==> src/sv/selective_repeat_sender_tracker_core_macros.svh <==
// Assertion helpers for the sender tracker.
`ifndef SELECTIVE_REPEAT_SENDER_TRACKER_CORE_MACROS_SVH
`define SELECTIVE_REPEAT_SENDER_TRACKER_CORE_MACROS_SVH

`ifndef SYNTHESIS
// Same-cycle implication, disabled while reset is asserted.
`define SRST_ASSERT_IMP(label, clk, rst_n, ante, cons) \
  label: assert property (@(posedge clk) disable iff (!rst_n) (ante) |-> (cons)) \
    else $error("srst same-cycle check failed");
// Next-cycle implication, disabled while reset is asserted.
`define SRST_ASSERT_NXT(label, clk, rst_n, ante, cons) \
  label: assert property (@(posedge clk) disable iff (!rst_n) (ante) |=> (cons)) \
    else $error("srst next-cycle check failed");
`else
`define SRST_ASSERT_IMP(label, clk, rst_n, ante, cons)
`define SRST_ASSERT_NXT(label, clk, rst_n, ante, cons)
`endif

`endif

==> src/sv/srst_pkg.sv <==
package srst_pkg;

  // Sizing of the transfer.
  localparam int MAX_CHUNKS  = 64;
  localparam int CHUNK_BYTES = 5;
  localparam int LIMIT_BYTES = MAX_CHUNKS * CHUNK_BYTES;

  // Internal widths derived from the sizing.
  localparam int IDX_W = (MAX_CHUNKS > 1) ? $clog2(MAX_CHUNKS) : 1;
  localparam int CNT_W = $clog2(MAX_CHUNKS + 1);
  localparam int EFF_W = $clog2(LIMIT_BYTES + 1);
  localparam int LEN_W = (EFF_W > 9) ? EFF_W : 9;

  // Chunk count as ceil(length / CHUNK_BYTES) by reciprocal multiplication.
  // The shift is wide enough for the result to be exact over the whole range.
  localparam int DIVD_W      = $clog2(LIMIT_BYTES + CHUNK_BYTES);
  localparam int RECIP_SHIFT = DIVD_W + $clog2(CHUNK_BYTES);
  localparam int RECIP_MUL   = (2 ** RECIP_SHIFT + CHUNK_BYTES - 1) / CHUNK_BYTES;
  localparam int RECIP_W     = $clog2(RECIP_MUL + 1);
  localparam int PROD_W      = DIVD_W + RECIP_W;

  // Port field widths.
  localparam int FUNC_W     = 2;
  localparam int ACK_W      = 6;
  localparam int TIME_W     = 32;
  localparam int MSGLEN_W   = 9;
  localparam int TIMEOUT_W  = 16;
  localparam int CFG_DATA_W = 16;
  localparam int CFG_IDX_W  = 1;
  localparam int KIND_W     = 2;
  localparam int OIDX_W     = 6;
  localparam int OOFF_W     = 9;
  localparam int OCNT_W     = 3;
  localparam int OTOT_W     = 7;

  // Register indexes.
  localparam logic [CFG_IDX_W-1:0] REG_MSG_LEN = 1'd0;
  localparam logic [CFG_IDX_W-1:0] REG_TIMEOUT = 1'd1;
  localparam logic [TIMEOUT_W-1:0] TIMEOUT_RESET = 16'd200;

  // Operation codes of an input item.
  localparam logic [FUNC_W-1:0] FUNC_START = 2'd0;
  localparam logic [FUNC_W-1:0] FUNC_ACK   = 2'd1;
  localparam logic [FUNC_W-1:0] FUNC_POLL  = 2'd2;

  // Result kinds.
  localparam logic [KIND_W-1:0] KIND_SEND   = 2'd0;
  localparam logic [KIND_W-1:0] KIND_RESEND = 2'd1;
  localparam logic [KIND_W-1:0] KIND_DONE   = 2'd2;

  // Write request into the timestamp memory.
  typedef struct packed {
    logic              we;
    logic [IDX_W-1:0]  addr;
    logic [TIME_W-1:0] data;
  } stamp_wr_t;

endpackage

==> src/sv/srst_stamp_ram.sv <==
module srst_stamp_ram (
  input  logic                      clk,
  input  srst_pkg::stamp_wr_t       wr,
  input  logic                      rd_en,
  input  logic [srst_pkg::IDX_W-1:0] rd_addr,
  output logic [srst_pkg::TIME_W-1:0] rd_data
);
  import srst_pkg::*;

  logic [TIME_W-1:0] mem [MAX_CHUNKS];

  // One write port and one registered read port.
  always_ff @(posedge clk) begin
    if (wr.we) begin
      mem[wr.addr] <= wr.data;
    end
    if (rd_en) begin
      rd_data <= mem[rd_addr];
    end
  end

endmodule

==> src/sv/srst_elapsed_cmp.sv <==
module srst_elapsed_cmp (
  input  logic [srst_pkg::TIME_W-1:0]    now_ms,
  input  logic [srst_pkg::TIME_W-1:0]    stamp_ms,
  input  logic [srst_pkg::TIMEOUT_W-1:0] timeout_ms,
  output logic                           expired
);
  import srst_pkg::*;

  logic [TIME_W-1:0] elapsed;

  // Elapsed time wraps modulo 2^32, then is checked against the threshold.
  assign elapsed = now_ms - stamp_ms;
  assign expired = elapsed > TIME_W'(timeout_ms);

endmodule

==> src/sv/selective_repeat_sender_tracker_core.sv <==
// Sender tracker: an ack item is handled in the idle state; a start counts the chunks,
// then sends one chunk per cycle unless out_ready stalls (N chunks, at most 64).
// An active poll scans timestamp memory chunk by chunk (registered read, then compare)
// and then flushes; in_ready is low throughout. Reset (rst_n low, synchronous)
// clears the sequencer, ack map, transfer state and length register, sets the
// timeout to 200; timestamp memory is not cleared, each chunk is stamped at start.
module selective_repeat_sender_tracker_core (
  input  logic                              clk,
  input  logic                              rst_n,
  input  logic                              cfg_we,
  input  logic [srst_pkg::CFG_IDX_W-1:0]    cfg_index,
  input  logic [srst_pkg::CFG_DATA_W-1:0]   cfg_data,
  input  logic                              in_valid,
  output logic                              in_ready,
  input  logic [srst_pkg::FUNC_W-1:0]       in_func,
  input  logic [srst_pkg::ACK_W-1:0]        in_ack_index,
  input  logic [srst_pkg::TIME_W-1:0]       in_now_ms,
  output logic                              out_valid,
  input  logic                              out_ready,
  output logic [srst_pkg::KIND_W-1:0]       out_kind,
  output logic [srst_pkg::OIDX_W-1:0]       out_chunk_index,
  output logic [srst_pkg::OOFF_W-1:0]       out_byte_offset,
  output logic [srst_pkg::OCNT_W-1:0]       out_byte_count,
  output logic [srst_pkg::OTOT_W-1:0]       out_chunk_total,
  output logic                              out_last
);
  import srst_pkg::*;
  `include "selective_repeat_sender_tracker_core_macros.svh"

  typedef enum logic [2:0] {
    S_IDLE,
    S_COUNT,
    S_SEND,
    S_RD,
    S_CMP,
    S_FLUSH
  } state_t;

  state_t               state_r, state_nxt;
  logic [MSGLEN_W-1:0]  msg_len_r;
  logic [TIMEOUT_W-1:0] timeout_r;
  logic [MAX_CHUNKS-1:0] acked_r, acked_nxt;
  logic                 active_r, active_nxt;
  logic [CNT_W-1:0]     total_r, total_nxt;
  logic [EFF_W-1:0]     eff_r, eff_nxt;
  logic [EFF_W-1:0]     off_r, off_nxt;
  logic [IDX_W-1:0]     idx_r, idx_nxt;
  logic [TIME_W-1:0]    now_r, now_nxt;
  logic                 all_acked_r, all_acked_nxt;
  logic                 held_v_r, held_v_nxt;
  logic [IDX_W-1:0]     held_idx_r, held_idx_nxt;
  logic [EFF_W-1:0]     held_off_r, held_off_nxt;
  logic [OCNT_W-1:0]    held_cnt_r, held_cnt_nxt;

  logic                 out_valid_r;
  logic [KIND_W-1:0]    out_kind_r;
  logic [OIDX_W-1:0]    out_idx_r;
  logic [OOFF_W-1:0]    out_off_r;
  logic [OCNT_W-1:0]    out_cnt_r;
  logic [OTOT_W-1:0]    out_tot_r;
  logic                 out_last_r;

  logic                 push;
  logic [KIND_W-1:0]    push_kind;
  logic [OIDX_W-1:0]    push_idx;
  logic [OOFF_W-1:0]    push_off;
  logic [OCNT_W-1:0]    push_cnt;
  logic                 push_last;

  logic                 in_acc;
  logic                 can_push;
  logic [LEN_W-1:0]     len_ext;
  logic [EFF_W-1:0]     eff_clamp;
  logic [DIVD_W-1:0]    div_num;
  logic [PROD_W-1:0]    chunk_prod;
  logic [CNT_W-1:0]     chunk_cnt;
  logic [EFF_W-1:0]     off_inc;
  logic [EFF_W-1:0]     rest;
  logic [EFF_W-1:0]     cur_cnt;
  logic                 is_last;
  logic                 unacked;
  logic                 hit;
  logic                 expired;
  logic                 out_is_cmd;
  stamp_wr_t            stamp_wr;
  logic                 rd_en;
  logic [TIME_W-1:0]    rd_data;

  assign in_ready = (state_r == S_IDLE);
  assign in_acc   = in_valid & in_ready;
  assign can_push = ~out_valid_r | out_ready;

  // Message length clamped to what the chunk table can hold.
  assign len_ext   = LEN_W'(msg_len_r);
  assign eff_clamp = (len_ext > LEN_W'(LIMIT_BYTES)) ? EFF_W'(LIMIT_BYTES)
                                                     : EFF_W'(msg_len_r);

  // Chunk count rounded up: multiply by the scaled reciprocal, then shift.
  assign div_num    = DIVD_W'(eff_r) + DIVD_W'(CHUNK_BYTES - 1);
  assign chunk_prod = PROD_W'(div_num) * PROD_W'(RECIP_MUL);
  assign chunk_cnt  = CNT_W'(chunk_prod >> RECIP_SHIFT);

  // Shared offset adder and byte count of the chunk at the current offset.
  assign off_inc = off_r + EFF_W'(CHUNK_BYTES);
  assign rest    = eff_r - off_r;
  assign cur_cnt = (rest < EFF_W'(CHUNK_BYTES)) ? rest : EFF_W'(CHUNK_BYTES);
  assign is_last = (CNT_W'(idx_r) == (total_r - CNT_W'(1)));
  assign unacked = ~acked_r[idx_r];
  assign hit     = unacked & expired;

  srst_stamp_ram u_ram (
    .clk     (clk),
    .wr      (stamp_wr),
    .rd_en   (rd_en),
    .rd_addr (idx_r),
    .rd_data (rd_data)
  );

  srst_elapsed_cmp u_cmp (
    .now_ms     (now_r),
    .stamp_ms   (rd_data),
    .timeout_ms (timeout_r),
    .expired    (expired)
  );

  // Sequencer next-state logic.
  always_comb begin
    state_nxt     = state_r;
    acked_nxt     = acked_r;
    active_nxt    = active_r;
    total_nxt     = total_r;
    eff_nxt       = eff_r;
    off_nxt       = off_r;
    idx_nxt       = idx_r;
    now_nxt       = now_r;
    all_acked_nxt = all_acked_r;
    held_v_nxt    = held_v_r;
    held_idx_nxt  = held_idx_r;
    held_off_nxt  = held_off_r;
    held_cnt_nxt  = held_cnt_r;
    push          = 1'b0;
    push_kind     = KIND_SEND;
    push_idx      = '0;
    push_off      = '0;
    push_cnt      = '0;
    push_last     = 1'b0;
    stamp_wr      = '0;
    rd_en         = 1'b0;

    case (state_r)
      S_IDLE: begin
        if (in_acc) begin
          case (in_func)
            FUNC_START: begin
              eff_nxt    = eff_clamp;
              off_nxt    = '0;
              acked_nxt  = '0;
              active_nxt = 1'b1;
              now_nxt    = in_now_ms;
              state_nxt  = S_COUNT;
            end
            FUNC_ACK: begin
              if (active_r && ({1'b0, in_ack_index} < OTOT_W'(total_r))) begin
                acked_nxt[in_ack_index[IDX_W-1:0]] = 1'b1;
              end
            end
            FUNC_POLL: begin
              if (active_r) begin
                idx_nxt       = '0;
                off_nxt       = '0;
                held_v_nxt    = 1'b0;
                all_acked_nxt = 1'b1;
                now_nxt       = in_now_ms;
                state_nxt     = (total_r == '0) ? S_FLUSH : S_RD;
              end
            end
            default: begin
            end
          endcase
        end
      end

      // Take the chunk count of the clamped length in one step.
      S_COUNT: begin
        total_nxt = chunk_cnt;
        idx_nxt   = '0;
        off_nxt   = '0;
        state_nxt = (chunk_cnt == '0) ? S_IDLE : S_SEND;
      end

      // One first-send item per chunk, stamping each chunk as it goes.
      S_SEND: begin
        if (can_push) begin
          push          = 1'b1;
          push_kind     = KIND_SEND;
          push_idx      = OIDX_W'(idx_r);
          push_off      = OOFF_W'(off_r);
          push_cnt      = OCNT_W'(cur_cnt);
          push_last     = is_last;
          stamp_wr.we   = 1'b1;
          stamp_wr.addr = idx_r;
          stamp_wr.data = now_r;
          idx_nxt       = idx_r + IDX_W'(1);
          off_nxt       = off_inc;
          if (is_last) begin
            state_nxt = S_IDLE;
          end
        end
      end

      S_RD: begin
        rd_en     = 1'b1;
        state_nxt = S_CMP;
      end

      // A timed-out chunk is held back until the next one or the flush so the last flag is known.
      S_CMP: begin
        if (!(hit && held_v_r && !can_push)) begin
          if (unacked) begin
            all_acked_nxt = 1'b0;
          end
          if (hit) begin
            if (held_v_r) begin
              push      = 1'b1;
              push_kind = KIND_RESEND;
              push_idx  = OIDX_W'(held_idx_r);
              push_off  = OOFF_W'(held_off_r);
              push_cnt  = held_cnt_r;
              push_last = 1'b0;
            end
            held_v_nxt    = 1'b1;
            held_idx_nxt  = idx_r;
            held_off_nxt  = off_r;
            held_cnt_nxt  = OCNT_W'(cur_cnt);
            stamp_wr.we   = 1'b1;
            stamp_wr.addr = idx_r;
            stamp_wr.data = now_r;
          end
          if (is_last) begin
            state_nxt = S_FLUSH;
          end else begin
            idx_nxt   = idx_r + IDX_W'(1);
            off_nxt   = off_inc;
            state_nxt = S_RD;
          end
        end
      end

      // End of scan: done item, final retransmit, or nothing.
      S_FLUSH: begin
        if (all_acked_r) begin
          if (can_push) begin
            push       = 1'b1;
            push_kind  = KIND_DONE;
            push_last  = 1'b1;
            active_nxt = 1'b0;
            state_nxt  = S_IDLE;
          end
        end else if (held_v_r) begin
          if (can_push) begin
            push       = 1'b1;
            push_kind  = KIND_RESEND;
            push_idx   = OIDX_W'(held_idx_r);
            push_off   = OOFF_W'(held_off_r);
            push_cnt   = held_cnt_r;
            push_last  = 1'b1;
            held_v_nxt = 1'b0;
            state_nxt  = S_IDLE;
          end
        end else begin
          state_nxt = S_IDLE;
        end
      end

      default: begin
        state_nxt = S_IDLE;
      end
    endcase
  end

  // State, configuration and output register.
  always_ff @(posedge clk) begin
    if (!rst_n) begin
      state_r     <= S_IDLE;
      msg_len_r   <= '0;
      timeout_r   <= TIMEOUT_RESET;
      acked_r     <= '0;
      active_r    <= 1'b0;
      total_r     <= '0;
      held_v_r    <= 1'b0;
      out_valid_r <= 1'b0;
    end else begin
      state_r  <= state_nxt;
      acked_r  <= acked_nxt;
      active_r <= active_nxt;
      total_r  <= total_nxt;
      held_v_r <= held_v_nxt;
      if (cfg_we) begin
        case (cfg_index)
          REG_MSG_LEN: msg_len_r <= cfg_data[MSGLEN_W-1:0];
          REG_TIMEOUT: timeout_r <= cfg_data[TIMEOUT_W-1:0];
          default: begin
          end
        endcase
      end
      if (push) begin
        out_valid_r <= 1'b1;
      end else if (out_ready) begin
        out_valid_r <= 1'b0;
      end
    end
    eff_r        <= eff_nxt;
    off_r        <= off_nxt;
    idx_r        <= idx_nxt;
    now_r        <= now_nxt;
    all_acked_r  <= all_acked_nxt;
    held_idx_r   <= held_idx_nxt;
    held_off_r   <= held_off_nxt;
    held_cnt_r   <= held_cnt_nxt;
    if (push) begin
      out_kind_r <= push_kind;
      out_idx_r  <= push_idx;
      out_off_r  <= push_off;
      out_cnt_r  <= push_cnt;
      out_tot_r  <= OTOT_W'(total_r);
      out_last_r <= push_last;
    end
  end

  assign out_valid       = out_valid_r;
  assign out_kind        = out_kind_r;
  assign out_chunk_index = out_idx_r;
  assign out_byte_offset = out_off_r;
  assign out_byte_count  = out_cnt_r;
  assign out_chunk_total = out_tot_r;
  assign out_last        = out_last_r;

  // A send or retransmit is on the result channel.
  assign out_is_cmd = out_valid & (out_kind != KIND_DONE);

  // A done item always closes its burst.
  `SRST_ASSERT_IMP(a_done_last, clk, rst_n, out_valid && (out_kind == KIND_DONE), out_last)
  // A send or retransmit names a chunk inside the transfer.
  `SRST_ASSERT_IMP(a_idx_range, clk, rst_n, out_is_cmd, out_chunk_index < out_chunk_total)
  // A poll with no transfer running finishes in its accept cycle.
  `SRST_ASSERT_NXT(a_idle_poll, clk, rst_n, in_acc && (in_func == FUNC_POLL) && !active_r, in_ready)
  // A start always passes through the chunk-counting state, so in_ready is low in the cycle after it.
  `SRST_ASSERT_NXT(a_start_busy, clk, rst_n, in_acc && (in_func == FUNC_START), !in_ready)

endmodule

==> config.mk <==
export PLATFORM = sky130hd
export DESIGN_NAME = selective_repeat_sender_tracker_core
export DESIGN_NICKNAME = d
export VERILOG_FILES = /design/src/sv/srst_pkg.sv /design/src/sv/srst_stamp_ram.sv /design/src/sv/srst_elapsed_cmp.sv /design/src/sv/selective_repeat_sender_tracker_core.sv
export VERILOG_INCLUDE_DIRS = /design/src /design/src/sv
export SDC_FILE = /design/constraint.sdc
export NUM_CORES = 2
export LEC_CHECK = 0
export ABC_AREA = 0
export BUFFER_PORTS_ARGS = -buffer_cell sky130_fd_sc_hd__buf_2
export CAP_MARGIN = 20
export CORE_UTILIZATION = 63
export CTS_CLUSTER_SIZE = 16
export DETAILED_ROUTE_END_ITERATION = 8
export PLACE_DENSITY = 0.85
export SYNTH_ARGS = -nofsm -noshare
export SYNTH_HDL_FRONTEND = slang
export SYNTH_SLANG_ARGS = --single-unit
==> constraint.sdc <==
create_clock -name clk -period 9 [get_ports clk]
set_input_delay 0.45 -clock clk [delete_from_list [all_inputs] [get_ports clk]]
set_output_delay 0.45 -clock clk [all_outputs]
set_load 0.02 [all_outputs]
==> impl_summary.log <==
[metrics] outcome: complete, but fails checks
[metrics] violated checks: design-rule violations
[metrics] R2R Setup Slk: 2.58 ns
[metrics] per-instance average area after synthesis: 21.2 um^2
[metrics] top cells by area in the synthesized netlist: edfxtp_1 72%, mux4_2 17%, dfxtp_1 2.2%
[metrics] count of mapped cells out of synthesis: 4313
[metrics] sequential cell area fraction in the yosys report: 0.740
[metrics] type of element capturing the critical path: flop
[metrics] maximum clock frequency: 156 MHz
[metrics] EDFF count, synth: 2183
[metrics] clock-pin slew reported for the worst setup and hold paths after clock tree synthesis: around 0.07 ns
[metrics] Crit Path Max Fanout: 96
[metrics] full die area: 0.147 mm^2
[metrics] proportion of layout cells with a drive suffix above 1: 0.286
[metrics] count of routing violations after the opening detailed-route iteration: 8001
[metrics] Clock Sinks: 2285
[metrics] routed via count: 48843
[metrics] global routing usage summed across all routing layers: 0.356
[metrics] remaining number of nets flagged by the antenna check after routing: 0
[metrics] layout filler cell count: between 7000 and 8000
[metrics] worst-margin pin slew: roughly 1.1 ns
[metrics] sequential cell area: 0.0676 mm^2
[metrics] DR vias/cell: 7.31
[metrics] fin nets: ~4800
[metrics] number of distinct library cell variants in the gate-level netlist after synthesis: 77
[metrics] std cell rows: 139
[metrics] Worst Clk Skew: 0.0801 ns
[metrics] area added between synthesis and finish: 12.5%
[metrics] portion of the clock cycle consumed by the worst path in the final layout: 0.713
[metrics] post-synthesis instance area: 0.0914 mm^2
[metrics] final hold violations: 0
[metrics] core outline area: around 0.14 mm^2
[metrics] initial antenna violation count: 31
[metrics] Fin Setup TNS: 0 ns
[metrics] Leak Pwr: 33.3 nW
[metrics] type of the worst min-delay path: input pin to flop
[metrics] sum of net half-perimeters after detailed placement: 139000 um
[metrics] DR pass1 iterations: 8
[metrics] number of remaining DRC errors: 32
[metrics] post-cts repair resize count: 0
[metrics] vertical extent of the die: 383 um
[metrics] top-area cell type share of the netlist area: 0.717
[metrics] cell type with the highest aggregate area in the netlist: edfxtp_1
[metrics] pin count of the biggest net entering global routing: 143
[metrics] area used by multi-input combinational logic: ~0.023 mm^2
[metrics] setup repair after global routing missed its margin: no
[metrics] number of post-CTS setup repair buffers: 0
[metrics] Worst Path Arrival: 6.95 ns
[metrics] starting density of the core: 0.635
[metrics] clock tree from TritonCTS: yes
[metrics] number of ports placed on the die boundary: between 90 and 100
[metrics] post-layout min period: 6.42 ns
[metrics] type of element launching the critical path: flop
[metrics] cell depth of the worst hold path: 4
[metrics] max-slew headroom at the worst pin: 0.235
[metrics] startpoint-to-endpoint class of the critical path: flop to flop
[metrics] deepest clock path buffer count: 3
[metrics] WP data required: 9.54 ns
[metrics] root buffer cell: clkbuf_16
[metrics] ys async rst share: 0
[metrics] worst voltage drop across the vdd grid: 0.305 mV
[metrics] number of buffer cells added on primary ports: 91
[metrics] final weighted congestion in routability-driven placement: 0.921
[metrics] Die Span X: 383 um
[metrics] number of clock buffers inserted by TritonCTS: 210
[metrics] aggregate global routing overflow: 0
[metrics] vias in the first global route: around 48000
[metrics] first-pass GRT wire length: 361000 um
[metrics] register bit total from synthesis: between 2000 and 2500
[metrics] number of pins with negative max-slew slack in the final report: 0
[metrics] number of cells on the worst reg-to-reg path: 20
[metrics] max-capacitance violation count: 0
[metrics] Hold WS: 0.0801 ns
[metrics] Post-Syn Nets: 4500
[metrics] number of failing setup endpoints in the final timing report: 0
[metrics] average routed wire per standard cell: 38.3 um
[metrics] depth of the CTS H-tree: 4
[metrics] dominant synthesized flop cell: edfxtp_1
[metrics] synth warn: 0
[metrics] areal power density over the cells: 317 mW/mm^2
[metrics] clock latency at the later pin of the worst-skew pair: 0.88 ns
[metrics] total detailed-routing wirelength: between 200000 and 300000 um
where the power goes:
| part | internal [mW] | switching [mW] |
|---|---|---|
| clock network | 5.07 | 4.23 |
| registers | 12.7 | 0.176 |
| logic | 4.07 | 6.31 |
| total | 21.8 | 10.7 |
cell type report:
| type | count | area share |
|---|---|---|
| Timing Repair Buffer | 298 | 0.0222 |
| Multi-Input combinational cell | 1695 | 0.224 |
| Clock buffer | 247 | 0.0529 |
| Antenna cell | 10 | 0.000243 |
| Inverter | 102 | 0.00372 |
| Clock inverter | 143 | 0.0159 |
| Sequential cell | 2285 | 0.658 |
| Tap cell | 1903 | 0.0232 |
worst max-delay path: stages (launching register included):
cell       delay, ns
edfxtp_1        0.33
inv_1           0.09
ha_1            0.24
fa_1            0.40
nand2b_1        0.19
a21oi_1         0.31
nor3b_1         0.10
o21ai_1         0.34
xor2_1          0.12
ha_1            0.30
nand4_1         0.09
nand2b_1        0.17
or4_1           0.49
a2111oi_2       0.46
o221ai_1        0.22
nor4_2          0.41
a31oi_4         0.17
a21oi_4         0.18
buf_12          0.69
nor3_2          0.18
buf_4           0.39
state kept, by name (all words and copies together) (netlist names):
| register | cells |
|---|---|
| u_ram.mem | 2048 |
| acked_r | 64 |
| now_r | 32 |
| u_ram.rd_data | 32 |
| timeout_r | 16 |
| eff_r | 9 |
| held_off_r | 9 |
| len_ext | 9 |
| off_r | 9 |
| out_byte_offset | 9 |
| out_chunk_total | 7 |
| total_r | 7 |
| held_idx_r | 6 |
| idx_r | 6 |
| out_chunk_index | 6 |
| held_cnt_r | 3 |
| out_byte_count | 3 |
| state_r | 3 |
| out_kind | 2 |
| active_r | 1 |
| all_acked_r | 1 |
| held_v_r | 1 |
| out_last | 1 |
| out_valid | 1 |
cell families after synthesis:
kind of cell               share of synthesized area
AOI/OAI and AO/OA                             0.0226
xor gates and xnor gates                     0.00613
buffers and inverters                         0.0145
adders and majority gates                     0.0183
and+or+nand+nor                               0.0271
muxes                                          0.171
DFF                                            0.740
cell usage in the layout, fill, tap and decap left out, types with 30 or more instances in the layout:
cell type and n:
clkinv_1 52, o21ai_0 39, a31oi_1 70, dlygate4sd3_1 48, inv_1 102, buf_2 91
a21oi_1 58, nor2b_4 30, xnor2_1 32, buf_4 144, dfxtp_1 102, ha_1 110
nor2_1 123, xor2_1 32, edfxtp_1 2183, nand2_1 127, clkbuf_1 34, clkbuf_16 211
mux4_2 692, nor3_2 51
routing by layer:
layer,vias up,part of all wire,track usage
li1,18514,-,-
met1,25065,0.33,0.468
met2,4517,0.50,0.584
met3,723,0.12,0.0825
met4,24,0.049,0.138
met5,-,0.00063,0
per-stage QoR:
| stage | area (um^2) | setup slack, ns | power, mW | std cells | utilization |
|---|---|---|---|---|---|
| final | 103000 | 2.58 | 32.5 | 6683 | 0.715 |
| after global routing | 103000 | 2.36 | 33.2 | 6674 | 0.715 |
| after CTS | 103000 | 2.60 | 32.4 | 6666 | 0.714 |
| after detailed placement | 95100 | 2.73 | 22.9 | 6228 | 0.661 |
| after global placement | 95100 | 2.95 | 22.4 | 6226 | 0.661 |
| after floorplan | 91400 | 1.91 | 19.4 | 4313 | - |
cells in the mapped netlist, types with 19 or more instances:
master,count
clkbuf_1,167
a21oi_1,59
nand2_1,128
a21boi_0,27
a22o_1,20
inv_1,102
xor2_1,32
ha_1,110
nor2b_1,48
o21ai_0,39
buf_1,49
a31oi_1,70
nand3_1,21
mux4_2,692
a21o_1,19
dfxtp_1,102
edfxtp_1,2183
nor3_1,71
xnor2_1,32
nor2_1,127
path summary, 6_finish.rpt:
kind	from	endpoint
worst max-delay path	now_r[0]	u_ram.mem[45][11]
worst min-delay path	cfg_index	len_ext[4]
worst max register to register	now_r[0]	u_ram.mem[45][11]
worst min register to register	acked_r[10]	acked_r[10]
timing repair:
| action | 4_1_cts | 5_1_grt |
|---|---|---|
| endpoints found under the hold margin | 57 | 0 |
| hold buffers | 48 | 0 |
| setup endpoints to repair | 0 | 0 |
Power figures use the tool's default switching activity.
